`config.mk`:
```
export PLATFORM = sky130hd
export DESIGN_NAME = urat_out_buf
export DESIGN_NICKNAME = d
export VERILOG_FILES = /design/src/hw/rtl/unit_registration_affiliation_table_unit_assert.svh /design/src/hw/rtl/urat_pkg.sv /design/src/hw/rtl/urat_out_buf.sv
export SDC_FILE = /design/constraint.sdc
export NUM_CORES = 1
export LEC_CHECK = 0
export BUFFER_PORTS_ARGS = -buffer_cell sky130_fd_sc_hd__buf_2
export CORE_UTILIZATION = 56
export CTS_CLUSTER_DIAMETER = 200
export DETAILED_ROUTE_END_ITERATION = 10
export PLACE_DENSITY = 0.9
export SLEW_MARGIN = 5
export SYNTH_ARGS = -nofsm -noshare
export SYNTH_HDL_FRONTEND = slang
export SYNTH_SLANG_ARGS = --single-unit
```
`constraint.sdc`:
```
create_clock -name aclk -period 25.2 [get_ports aclk]
set_clock_uncertainty 0.05 [all_clocks]
set_input_delay 6.3 -clock aclk [delete_from_list [all_inputs] [get_ports aclk]]
set_output_delay 6.3 -clock aclk [all_outputs]
set_load 0.02 [all_outputs]
```
`src/hw/rtl/unit_registration_affiliation_table_unit_assert.svh`:
```
// Assertion macros shared by the registration table RTL.
// Each macro expands to one labeled concurrent assertion on the clock that it is given.
`ifndef UNIT_REGISTRATION_AFFILIATION_TABLE_UNIT_ASSERT_SVH
`define UNIT_REGISTRATION_AFFILIATION_TABLE_UNIT_ASSERT_SVH

// Implication checked at every edge outside reset.
`define URAT_ASSERT_IMPL(label, clk, rstn, ante, cons, msg) \
    label: assert property (@(posedge clk) disable iff (!rstn) (ante) |-> (cons)) \
        else $error(msg);

// Next-cycle implication checked outside reset.
`define URAT_ASSERT_NEXT(label, clk, rstn, ante, cons, msg) \
    label: assert property (@(posedge clk) disable iff (!rstn) (ante) |=> (cons)) \
        else $error(msg);

`endif

```
`src/hw/rtl/urat_pkg.sv`:
```
// Package for the unit registration and affiliation table.
// Holds command and result codes, sizes and the output item type; no dependencies.
`timescale 1ns / 1ps

package urat_pkg;

    localparam int TABLE_DEPTH_DEF = 64;
    localparam int ID_W = 24;
    localparam logic [15:0] TIMEOUT_RESET = 16'd43200;
    localparam logic [9:0] MS_PER_SEC = 10'd1000;

    localparam logic [3:0] CMD_REG      = 4'd0;
    localparam logic [3:0] CMD_DEREG    = 4'd1;
    localparam logic [3:0] CMD_TOUCH    = 4'd2;
    localparam logic [3:0] CMD_QUERY    = 4'd3;
    localparam logic [3:0] CMD_AFF      = 4'd4;
    localparam logic [3:0] CMD_UNAFF    = 4'd5;
    localparam logic [3:0] CMD_IS_AFF   = 4'd6;
    localparam logic [3:0] CMD_HAS_MEM  = 4'd7;
    localparam logic [3:0] CMD_CLR_GRP  = 4'd8;
    localparam logic [3:0] CMD_CLR_REGS = 4'd9;
    localparam logic [3:0] CMD_TICK     = 4'd10;

    localparam logic [1:0] KIND_ANSWER  = 2'd0;
    localparam logic [1:0] KIND_RELEASE = 2'd1;
    localparam logic [1:0] KIND_DEREG   = 2'd2;

    localparam logic [0:0] ADDR_TIMEOUT = 1'b0;
    localparam logic [0:0] ADDR_AGING   = 1'b1;

    typedef struct packed {
        logic        last;
        logic        table_full;
        logic [31:0] timer_ms;
        logic        automatic_res;
        logic [23:0] talkgroup_id;
        logic [23:0] unit_id;
        logic        ok;
        logic [1:0]  result_kind;
    } res_t;

endpackage

```
`src/hw/rtl/urat_out_buf.sv`:
```
// Two-entry skid buffer for result items.
// Depends on urat_pkg for the result item type.
`timescale 1ns / 1ps

module urat_out_buf (
    input  logic            aclk,
    input  logic            aresetn,
    input  logic            in_valid,
    output logic            in_ready,
    input  urat_pkg::res_t  in_data,
    output logic            out_valid,
    input  logic            out_ready,
    output urat_pkg::res_t  out_data
);
    urat_pkg::res_t d0_reg, d1_reg;
    logic [1:0] cnt_reg;

    assign in_ready  = (cnt_reg != 2'd2);
    assign out_valid = (cnt_reg != 2'd0);
    assign out_data  = d0_reg;

    always_ff @(posedge aclk) begin
        if (!aresetn) begin
            cnt_reg <= 2'd0;
        end else begin
            priority case ({in_valid && in_ready, out_valid && out_ready})
                2'b10: cnt_reg <= cnt_reg + 2'd1;
                2'b01: cnt_reg <= cnt_reg - 2'd1;
                default: cnt_reg <= cnt_reg;
            endcase
        end
    end

    always_ff @(posedge aclk) begin
        if (out_valid && out_ready) begin
            if (in_valid && in_ready && cnt_reg == 2'd1) begin
                d0_reg <= in_data;
            end else begin
                d0_reg <= d1_reg;
            end
            if (in_valid && in_ready && cnt_reg == 2'd2) begin
                d1_reg <= in_data;
            end
        end else if (in_valid && in_ready) begin
            if (cnt_reg == 2'd0) begin
                d0_reg <= in_data;
            end else begin
                d1_reg <= in_data;
            end
        end
    end
endmodule

```
[Yosys cells after proc, flatten, opt, wreduce, memory -nomap -nowiden]
Index checks and enable logic that the tools add are counted.
W data, S select, Z words.
Storage, ports and cells
  bits in registers: 174
  bits in latches: 0
  bits in writable memories: 0
  ROM bits: 0
  word-level logic and storage cells: 46
  memories: 0
Operators by class
  add/sub/neg operators: 2
  multipliers: 0
  divide/modulo/power cells: 0
  order comparisons: 0
  equal/unequal tests: 7
  shift operators: 0
  multiplexer cells: 9
  bitwise gates (word level): 0
  reduce and logical (&&, ||, !) cells: 11
Operators with widths (number)
  $mux W86: 8
  $reduce_bool A2 Y1: 4
  $eq A2 B1 Y1 const B: 2
  $eq A2 B2 Y1 const B: 2
  $logic_and A1 B1 Y1: 4
  $ne A2 B2 Y1 const B: 2
  $pmux W2 S2: 1
  $reduce_and A3 Y1: 1
  $add A2 B1 Y2 const B: 1
  $logic_not A2 Y1: 1
  $ne A2 B1 Y1 const B: 1
  $reduce_and A2 Y1: 1
  $sub A2 B1 Y2 const B: 1

[Logic depth before layout (Yosys ltp)]
Gate-level depths: netlist of the first run.
  depth in word-level cells: 5
  mapped depth: 8
  depth with buffers taken out: 8

[Worst setup path after synthesis of the first run]
Ideal clock, no wire load.
  path type: input to register
  from: input out_ready
  to: register d1_reg[0] (netlist bit) (enable)
  arrival time: 12.501 ns
  slack: 12.012 ns
  stages on the path: 4
  cell sequence: nor2b_2 inv_2 ha_1 nor3_1
On the way
  word-level cells in the longest chain between the ends: 3
Ends and longest elaborated chain
  start, declared: RTL line urat_out_buf.sv:12  | input logic out_ready,
  $logic_and A1 B1 Y1 *: RTL line urat_out_buf.sv:35  | if (out_valid && out_ready) begin
  $ne A2 B1 Y1 (no line), or another cell as far along
  $reduce_and A3 Y1 (no line) *
  end signal, assigned: RTL line urat_out_buf.sv:42  | d1_reg <= in_data;
  end signal, assigned: RTL line urat_out_buf.sv:48  | d1_reg <= in_data;
  end, declared: RTL line urat_out_buf.sv:15  | urat_pkg::res_t d0_reg, d1_reg;
Every way passes the cells marked *; elsewhere a longest branch is shown, timed or not.
A chain may end at the register's enable or synchronous reset.

[Worst setup path after layout of the first run]
  from: input out_ready
  to: register d0_reg (netlist bit out_data[20]) (data pin)
On the way
  word-level cells in the longest chain between the ends: 2
Ends and longest elaborated chain
  $logic_and A1 B1 Y1: RTL line urat_out_buf.sv:35
  $mux W86: RTL line urat_out_buf.sv:35
  end signal, assigned: RTL line urat_out_buf.sv:37  | d0_reg <= in_data;
  end signal, assigned: RTL line urat_out_buf.sv:39  | d0_reg <= d1_reg;
  end signal, assigned: RTL line urat_out_buf.sv:46  | d0_reg <= in_data;
  end, declared: RTL line urat_out_buf.sv:15
No other way between the ends.

==> results of run 1 <==
## critical path, cell delays in order
cell	delay (ps)
buf_2	90
nor2b_2	160
inv_2	80
a31oi_4	940
buf_4	700
mux2_2	410
## cell families (layout without fill, tap and decap cells)
group | Yosys count | after routing | synth area share [%]
and+or+nand+nor | 4 | 4 | 0.3707
buffers and inverters | 15 | 217 | 1.541
adders and majority gates | 5 | 5 | 0.9756
muxes | 86 | 86 | 15.10
AOI/OAI and AO/OA | 4 | 4 | 0.5658
DFF | 174 | 174 | 81.17
xor gates and xnor gates | 2 | 2 | 0.2732
## worst paths after layout
| kind | slack, ps | cells past startpoint | endpoint | from |
|---|---|---|---|---|
| max | 16540 | 6 | out_data[20] | out_ready |
| min | 490 | 1 | out_data[48] | d1_reg[48] |
| min reg2reg | 490 | 1 | out_data[48] | d1_reg[48] |
| max reg2reg | 21790 | 7 | out_data[20] | cnt_reg[0] |
## report_power, final
part / switching [mW] / internal (mW)
sequential: 0.0199 / 0.429
combinational: 0.179 / 0.0865
clock: 0.105 / 0.136
## final cells by class
cell class                 count  area [um^2]
clock buffer                  18        429.2
clock inverter                12        113.9
fill                         674         2997
inverter                       6        22.52
multi-input combinational    101         1125
sequential                   174         5205
tap                          140        175.2
timing repair buffer         181        915.9
## placed cells by master, fill, tap and decap left out, types with 2 or more instances in the layout
| master | synthesis | final |
|---|---|---|
| ha_1 | 5 | 5 |
| buf_4 | 0 | 4 |
| clkinvlp_4 | 0 | 5 |
| xnor2_1 | 2 | 2 |
| edfxtp_1 | 172 | 172 |
| inv_6 | 0 | 3 |
| buf_2 | 4 | 177 |
| dfxtp_1 | 2 | 2 |
| mux2_1 | 40 | 40 |
| inv_1 | 5 | 5 |
| clkbuf_16 | 0 | 17 |
| mux2_2 | 46 | 46 |
## synth_stat cells
cell type,n,share of area [%]
a31oi_4,1,0.33
mux2_2,46,8.1
dfxtp_1,2,0.62
mux2_1,40,7.0
buf_6,5,0.88
nor3_1,1,0.078
a21oi_1,1,0.078
inv_2,1,0.058
nand2_1,1,0.058
buf_2,4,0.31
inv_1,5,0.29
xnor2_1,2,0.27
ha_1,5,0.98
and2_1,1,0.098
o21ai_0,2,0.16
nor2b_2,1,0.14
edfxtp_1,172,81
## routing by layer
layer  vias up  share of wire (%)  global-route usage (%)
li1       1533                  -                       -
met2       148                 49                   32.21
met5         -                  0                       0
met3        11                7.3                   6.635
met4         0                1.3                   7.432
met1      1622                 42                   24.70
==> flow_summary.ini, run 1 <==
[detailed_routing]
via_per_inst = 5.244
drt_iter0_drc = 192
num_vias = 3314
drc = 0
avgRoutedWirePerCell_um = 18.49
routed_wl_mm = 11.68
firstDrtPassIters = 4
antenna_left = 0

[synth]
netlist_area_um2 = 6412
ys_seq_area_share_pct = 81.17
synthCells = 290
ys_warn_count = 0
ys_seq_elements = 174
synth_area_per_cell_um2 = 22.11
synth_nets = 385
synthDistinctLibCells = 17

[clocking]
cts_setup_buffers = 0
clockBufferDepth = 2
post_cts_resized = 0
clock_sinks = 174
cts_buffers = 17
clock_latency_ps = 410
cts_hold_buf = 0
cts-root-buf = clkbuf_16
tritoncts = built
htreeDepth = 4
clk_pin_slew_ps = 60

[grt]
overflow = 0
grt_pass1_vias = 3337
antenna_found_initial = 0
grt_max_degree = 54
grt_pass1_wl_mm = 16.88
track_usage_pct = 19.81

[worst_setup_path]
critPathCaptureType = flop
required_ps = 25300
path_class = in2reg
cp.arrival_ps = 8760
worst_setup_path_start_kind = input port
crit_fanout = 51

[place]
pre_cts_ws_ps = 16120
portBuffers = 177
dp_hpwl_mm = 7.953
finalWeightedCongestion = 0.7338
placed_cells = 602
place_area_um2 = 7443

[floorplan]
die_h_um = 109.0
core_area_um2 = 10980
ios = 178
die_width_um = 109.0
rows = 38
dieArea_um2 = 11880
start_util_pct = 58.38

[finish]
final_nets = 576
design_area_um2 = 7986
area_delta_synth_final_pct = 24.55
diodes = 0
instances_no_fill = 632
final_core_util_pct = 72.72
drive_gt1_share_pct = 52.85

[timing]
fin_crit_sh_pct = 34.36
worstMarginPinSlew_ps = 1216
fin_crit_ps = 8658
slew_viol_final = 0
whs_ps = 486.7
fmax_mhz = 115.5
fin_tns_setup_ps = 0
finalSetupViolCount = 0
rsz0062_at_grt = false
worst_slack_ps = 16540
relSlewSlack_pct = 18.90
hold_viol_final = 0

[power]
power_density_nw_per_um2 = 119.6
p_leak_nw = 3.007
finalPower_mw = 0.9549
peakVddDrop_mv = 0.1006

[status]
status = finished, final reports clean

[hold_path]
hold_class = reg2reg

[flow_run]
maxCapViolCount = 0
(Power assumes the default switching activity.)
==> run 2, diff against run 1 <==
--- a/config.mk
+++ b/config.mk
@@ -6,10 +6,10 @@
 export NUM_CORES = 1
 export LEC_CHECK = 0
 export BUFFER_PORTS_ARGS = -buffer_cell sky130_fd_sc_hd__buf_2
-export CORE_UTILIZATION = 56
+export CORE_UTILIZATION = 47
 export CTS_CLUSTER_DIAMETER = 200
 export DETAILED_ROUTE_END_ITERATION = 10
-export PLACE_DENSITY = 0.9
+export PLACE_DENSITY = 0.81
 export SLEW_MARGIN = 5
 export SYNTH_ARGS = -nofsm -noshare
 export SYNTH_HDL_FRONTEND = slang
==> constraint.sdc (replaced) <==
create_clock -name aclk -period 7.8 [get_ports aclk]
set_clock_uncertainty 0.05 [all_clocks]
set_input_delay 1.95 -clock aclk [delete_from_list [all_inputs] [get_ports aclk]]
set_output_delay 1.95 -clock aclk [all_outputs]
set_load 0.02 [all_outputs]
==> run 2 against run 1 <==
Against the previous run:
- setup slack got worse by 13000 ps
- critical endpoint is now d1_reg[63]
- register-to-register slack got worse by 17000 ps
- utilization fell by 11 points
- clock-buffer cell count did not move
==> flow_summary.ini, run 2 (same netlist as run 1, synthesis figures left out) <==
[status]
status = finished, final reports clean

[place]
dp_hpwl_mm = 7.279
portBuffers = 177
finalWeightedCongestion = 0.7238

[power]
seq_power_share_pct = 44.6
p_sw_mw = 0.9705
internal_power_mw = 2.260
p_leak_nw = 3.070
power_density_nw_per_um2 = 396.6
swShare_pct = 30.04
finalPower_mw = 3.231
peakVddDrop_mv = 0.3047
power_frac_clock_pct = 28.6
comb_power_share_pct = 26.8

[floorplan]
die_h_um = 118.8
dieArea_um2 = 14110
core_area_um2 = 13300
ios = 178
start_util_pct = 48.23
die_width_um = 118.8
rows = 42

[timing]
hold_viol_final = 0
fmax_mhz = 252.9
rsz0062_at_grt = false
finalSetupViolCount = 0
slew_viol_final = 0
relSlewSlack_pct = 32.02
fin_crit_sh_pct = 50.69
fin_tns_setup_ps = 0
fin_crit_ps = 3954
worstMarginPinSlew_ps = 1020

[finish]
mostFrequentLayoutCells = 177 x buf_2, 172 x edfxtp_1, 46 x mux2_2
n_fill_cell = 973
drive_gt1_share_pct = 52.33
final_nets = 576
final_common_cell = buf_2
area_delta_synth_final_pct = 27.04

[hold_path]
hold_class = reg2reg
hold_path_end = out_data[75]
hp-start = d1_reg[75]
min_path_cells = 1

[worst_setup_path]
worst_setup_path_start_kind = input port
required_ps = 7780
path_class = in2reg
r2r-start = cnt_reg[0]
r2r_cells = 7
crit_fanout = 76
critPathCaptureType = flop
cp.arrival_ps = 3940
r2r_end = d1_reg[63]
r2r_slack_ps = 4760

[clocking]
tritoncts = built
htreeDepth = 4
clock_latency_ps = 420
cts-root-buf = clkbuf_16
post_cts_resized = 0
clockBufferDepth = 2
clk_pin_slew_ps = 60
cts_hold_buf = 0
cts_buffers = 17
clock_sinks = 174
cts_setup_buffers = 0

[detailed_routing]
avgRoutedWirePerCell_um = 17.09
drc = 0
firstDrtPassIters = 4
via_per_inst = 5.049
num_vias = 3383
drt_iter0_drc = 236
routed_wl_mm = 11.45
antenna_left = 0

[flow_run]
maxCapViolCount = 0

[grt]
track_usage_pct = 17.12
grt_pass1_vias = 3468
antenna_found_initial = 1
grt_max_degree = 77
overflow = 0
grt_pass1_wl_mm = 18.02
[run 2: routing by layer]
metal | wire length (um) | vias up | global-route usage [%]
met1 | 4835 | 1699 | 21.59
met5 | 0 | - | 0
met4 | 221 | 0 | 7.516
met2 | 5479 | 135 | 26.83
li1 | - | 1531 | -
met3 | 912 | 18 | 5.936
[run 2: how the worst max path moves through the flow]
stage                     slack, ps  depth (start not counted)     endpoint       from
after floorplan                1340                          2  out_data[0]   in_valid
after CTS                      3860                          6    d1_reg[1]  out_ready
after detailed placement       3390                          6   d1_reg[60]  out_ready
after global routing           3740                          6   d1_reg[60]  out_ready
after global placement         3540                          6   d1_reg[60]  out_ready
final                          3850                          6   d1_reg[63]  out_ready
[run 2: area by class of cell]
cell class | count | area, um^2 | share of cell area (%)
Timing Repair Buffer | 181 | 915.9 | 11.24
Inverter | 6 | 22.52 | 0.2765
Sequential cell | 174 | 5205 | 63.89
Clock inverter | 13 | 220.2 | 2.703
Tap cell | 176 | 220.2 | 2.703
Clock buffer | 18 | 429.2 | 5.268
Multi-Input combinational cell | 101 | 1131 | 13.88
Antenna cell | 1 | 2.502 | 0.03072
[run 2: worst max-delay path, cell delays in order]
cell and delay, ps:
buf_2 130, nor2b_2 220, inv_2 90, ha_1 210, nor3_4 410, buf_4 880
[run 2: metrics by stage]
| stage | hold slack (ps) | instances | util (%) | setup WS, ps | cell area [um^2] |
|---|---|---|---|---|---|
| 2_1_floorplan | 458.3 | 290 | - | 1340 | 6417 |
| 3_3_place_gp | 462.2 | 638 | 56.37 | 3537 | 7495 |
| 3_5_place_dp | 468.6 | 638 | 56.37 | 3395 | 7495 |
| 4_1_cts | 489.9 | 669 | 61.26 | 3857 | 8144 |
| 5_1_grt | 500.2 | 669 | 61.26 | 3740 | 8144 |
| 6_report | 486.9 | 670 | 61.27 | 3846 | 8147 |
[run 2: power by group through the flow]
stage               registers [mW]  clock network, mW  logic, mW
floorplan                     1.71                  0      0.374
global placement              1.46                  0      0.853
detailed placement            1.46                  0      0.879
CTS                           1.45              0.948      0.882
global route                  1.47              0.984      0.924
finish                        1.44              0.924      0.864
==> run 3, diff against run 2 <==
==> constraint.sdc (replaced) <==
create_clock -name aclk -period 3.3 [get_ports aclk]
set_clock_uncertainty 0.05 [all_clocks]
set_input_delay 0.825 -clock aclk [delete_from_list [all_inputs] [get_ports aclk]]
set_output_delay 0.825 -clock aclk [all_outputs]
set_load 0.02 [all_outputs]
==> run 3 against run 2 <==
Against the previous run:
- non-clock buffer count increased by 1
- critical path depth shrank 2
- highest routed layer unchanged
- routed wire length increased by 1.3%
- sequential cell count unchanged
- via count decreased by 2.3%
- sequential power is 140% higher
- total power grew 130%
- cell count grew 0.30%
- register-to-register slack got worse by 3800 ps
- sequential share of layout area up 0.35 points
- clock power rose by 100%
==> flow_summary.ini, run 3 (same netlist as run 1, synthesis figures left out) <==
[clocking]
cts_buffers = 17
htreeDepth = 4
cts-root-buf = clkbuf_16
cts_hold_buf = 0
clock_sinks = 174
cts_setup_buffers = 0
clk_pin_slew_ps = 60
clock_latency_ps = 420
post_cts_resized = 0
clockBufferDepth = 2
tritoncts = built

[floorplan]
core_area_um2 = 13300
start_util_pct = 48.23
dieArea_um2 = 14110
rows = 42
die_h_um = 118.8
ios = 178
die_width_um = 118.8

[timing]
fin_crit_ps = 2380
slew_viol_final = 0
hold_viol_final = 0
fin_crit_sh_pct = 72.11
worstMarginPinSlew_ps = 672.0
fmax_mhz = 420.2
finalSetupViolCount = 0
relSlewSlack_pct = 55.20
rsz0062_at_grt = false
whs_ps = 481.4

[finish]
final_core_util_pct = 60.94
mostFrequentLayoutCells = 177 x buf_2, 172 x edfxtp_1, 46 x mux2_2
drive_gt1_share_pct = 52.93
design_area_um2 = 8103
final_nets = 577
area_delta_synth_final_pct = 26.36
final_common_cell = buf_2

[worst_setup_path]
worst_setup_path_start_kind = flop
path_class = reg2out
cp.arrival_ps = 1500
r2r_end = out_data[2]
r2r_cells = 7
critPathCaptureType = primary output
required_ps = 2420
r2r-start = cnt_reg[0]
r2r_slack_ps = 920
crit_fanout = 3

[place]
finalWeightedCongestion = 0.7373
dp_hpwl_mm = 7.570
portBuffers = 177
place_area_um2 = 7545

[detailed_routing]
num_vias = 3306
drt_iter0_drc = 241
drc = 0
via_per_inst = 4.920
avgRoutedWirePerCell_um = 17.26
firstDrtPassIters = 4
routed_wl_mm = 11.60
antenna_left = 0

[power]
power_density_nw_per_um2 = 909.2
internal_power_mw = 5.062
p_sw_mw = 2.306
seq_power_share_pct = 46.4
p_leak_nw = 3.039
comb_power_share_pct = 28.2
power_frac_clock_pct = 25.4
finalPower_mw = 7.367
peakVddDrop_mv = 1.069
swShare_pct = 31.30

[grt]
grt_pass1_vias = 3452
grt_pass1_wl_mm = 17.88
overflow = 0
track_usage_pct = 17.11
antenna_found_initial = 1
grt_max_degree = 87

[flow_run]
maxCapViolCount = 0

[hold_path]
hold_path_end = out_data[48]
hp-start = d1_reg[48]
hold_class = reg2reg
min_path_cells = 1

[status]
status = finished, final reports clean
[run 3: changes by cell type in the layout (fill, tap and decap cells not counted), moves of 2 or more]
cell and delta:
clkinv_2 +5, bufinv_16 -4, clkinvlp_4 +3, buf_12 +2, clkinv_4 -2
[run 3: through the flow]
step	setup TNS [ps]	cells	setup slack, ps
floorplan	-79040	290	-466.3
CTS	0	671	907.1
detailed placement	0	639	749.3
global route	0	672	822.2
global placement	0	639	816.4
finish	0	672	920.4
[run 3: worst max-delay path, cell delays in order (launching register included)]
cell	delay [ps]
dfxtp_1	380
inv_1	80
ha_1	290
inv_1	150
buf_2	180
[run 3: area by class of cell]
type / instances / area (um^2)
fillers: 986 / 5192
flip-flops and latches: 174 / 5205
diodes: 1 / 2.502
repair buffers: 182 / 948.4
inverters: 6 / 22.52
clock buffers: 18 / 429.2
well taps: 176 / 220.2
clock inverters: 14 / 126.4
multi-input cells: 101 / 1149
[run 3: worst max-delay path by stage]
stage               startpoint          end  slack (ps)  depth (start not counted)
floorplan           cnt_reg[0]  out_data[0]        -470                          5
global placement     out_ready  out_data[2]         820                          6
detailed placement   out_ready  out_data[2]         750                          6
CTS                 cnt_reg[0]    out_valid         910                          4
global route        cnt_reg[0]    out_valid         820                          4
finish              cnt_reg[0]    out_valid         920                          4
[run 3: per-layer routing]
metal	up-vias	GRT usage (%)	part of all wire, %
met2	128	28.22	50
met5	-	0	0
met4	0	7.437	1.7
met3	15	5.598	6.3
li1	1537	-	-
met1	1626	20.54	42
[run 3: power by group through the flow]
stage	sequential (mW)	combinational [mW]	clock, mW
after floorplan	4.00	0.910	0
after global placement	3.45	2.05	0
after detailed placement	3.47	2.11	0
after CTS	3.43	2.12	1.92
after global routing	3.47	2.22	2.00
final	3.42	2.07	1.87
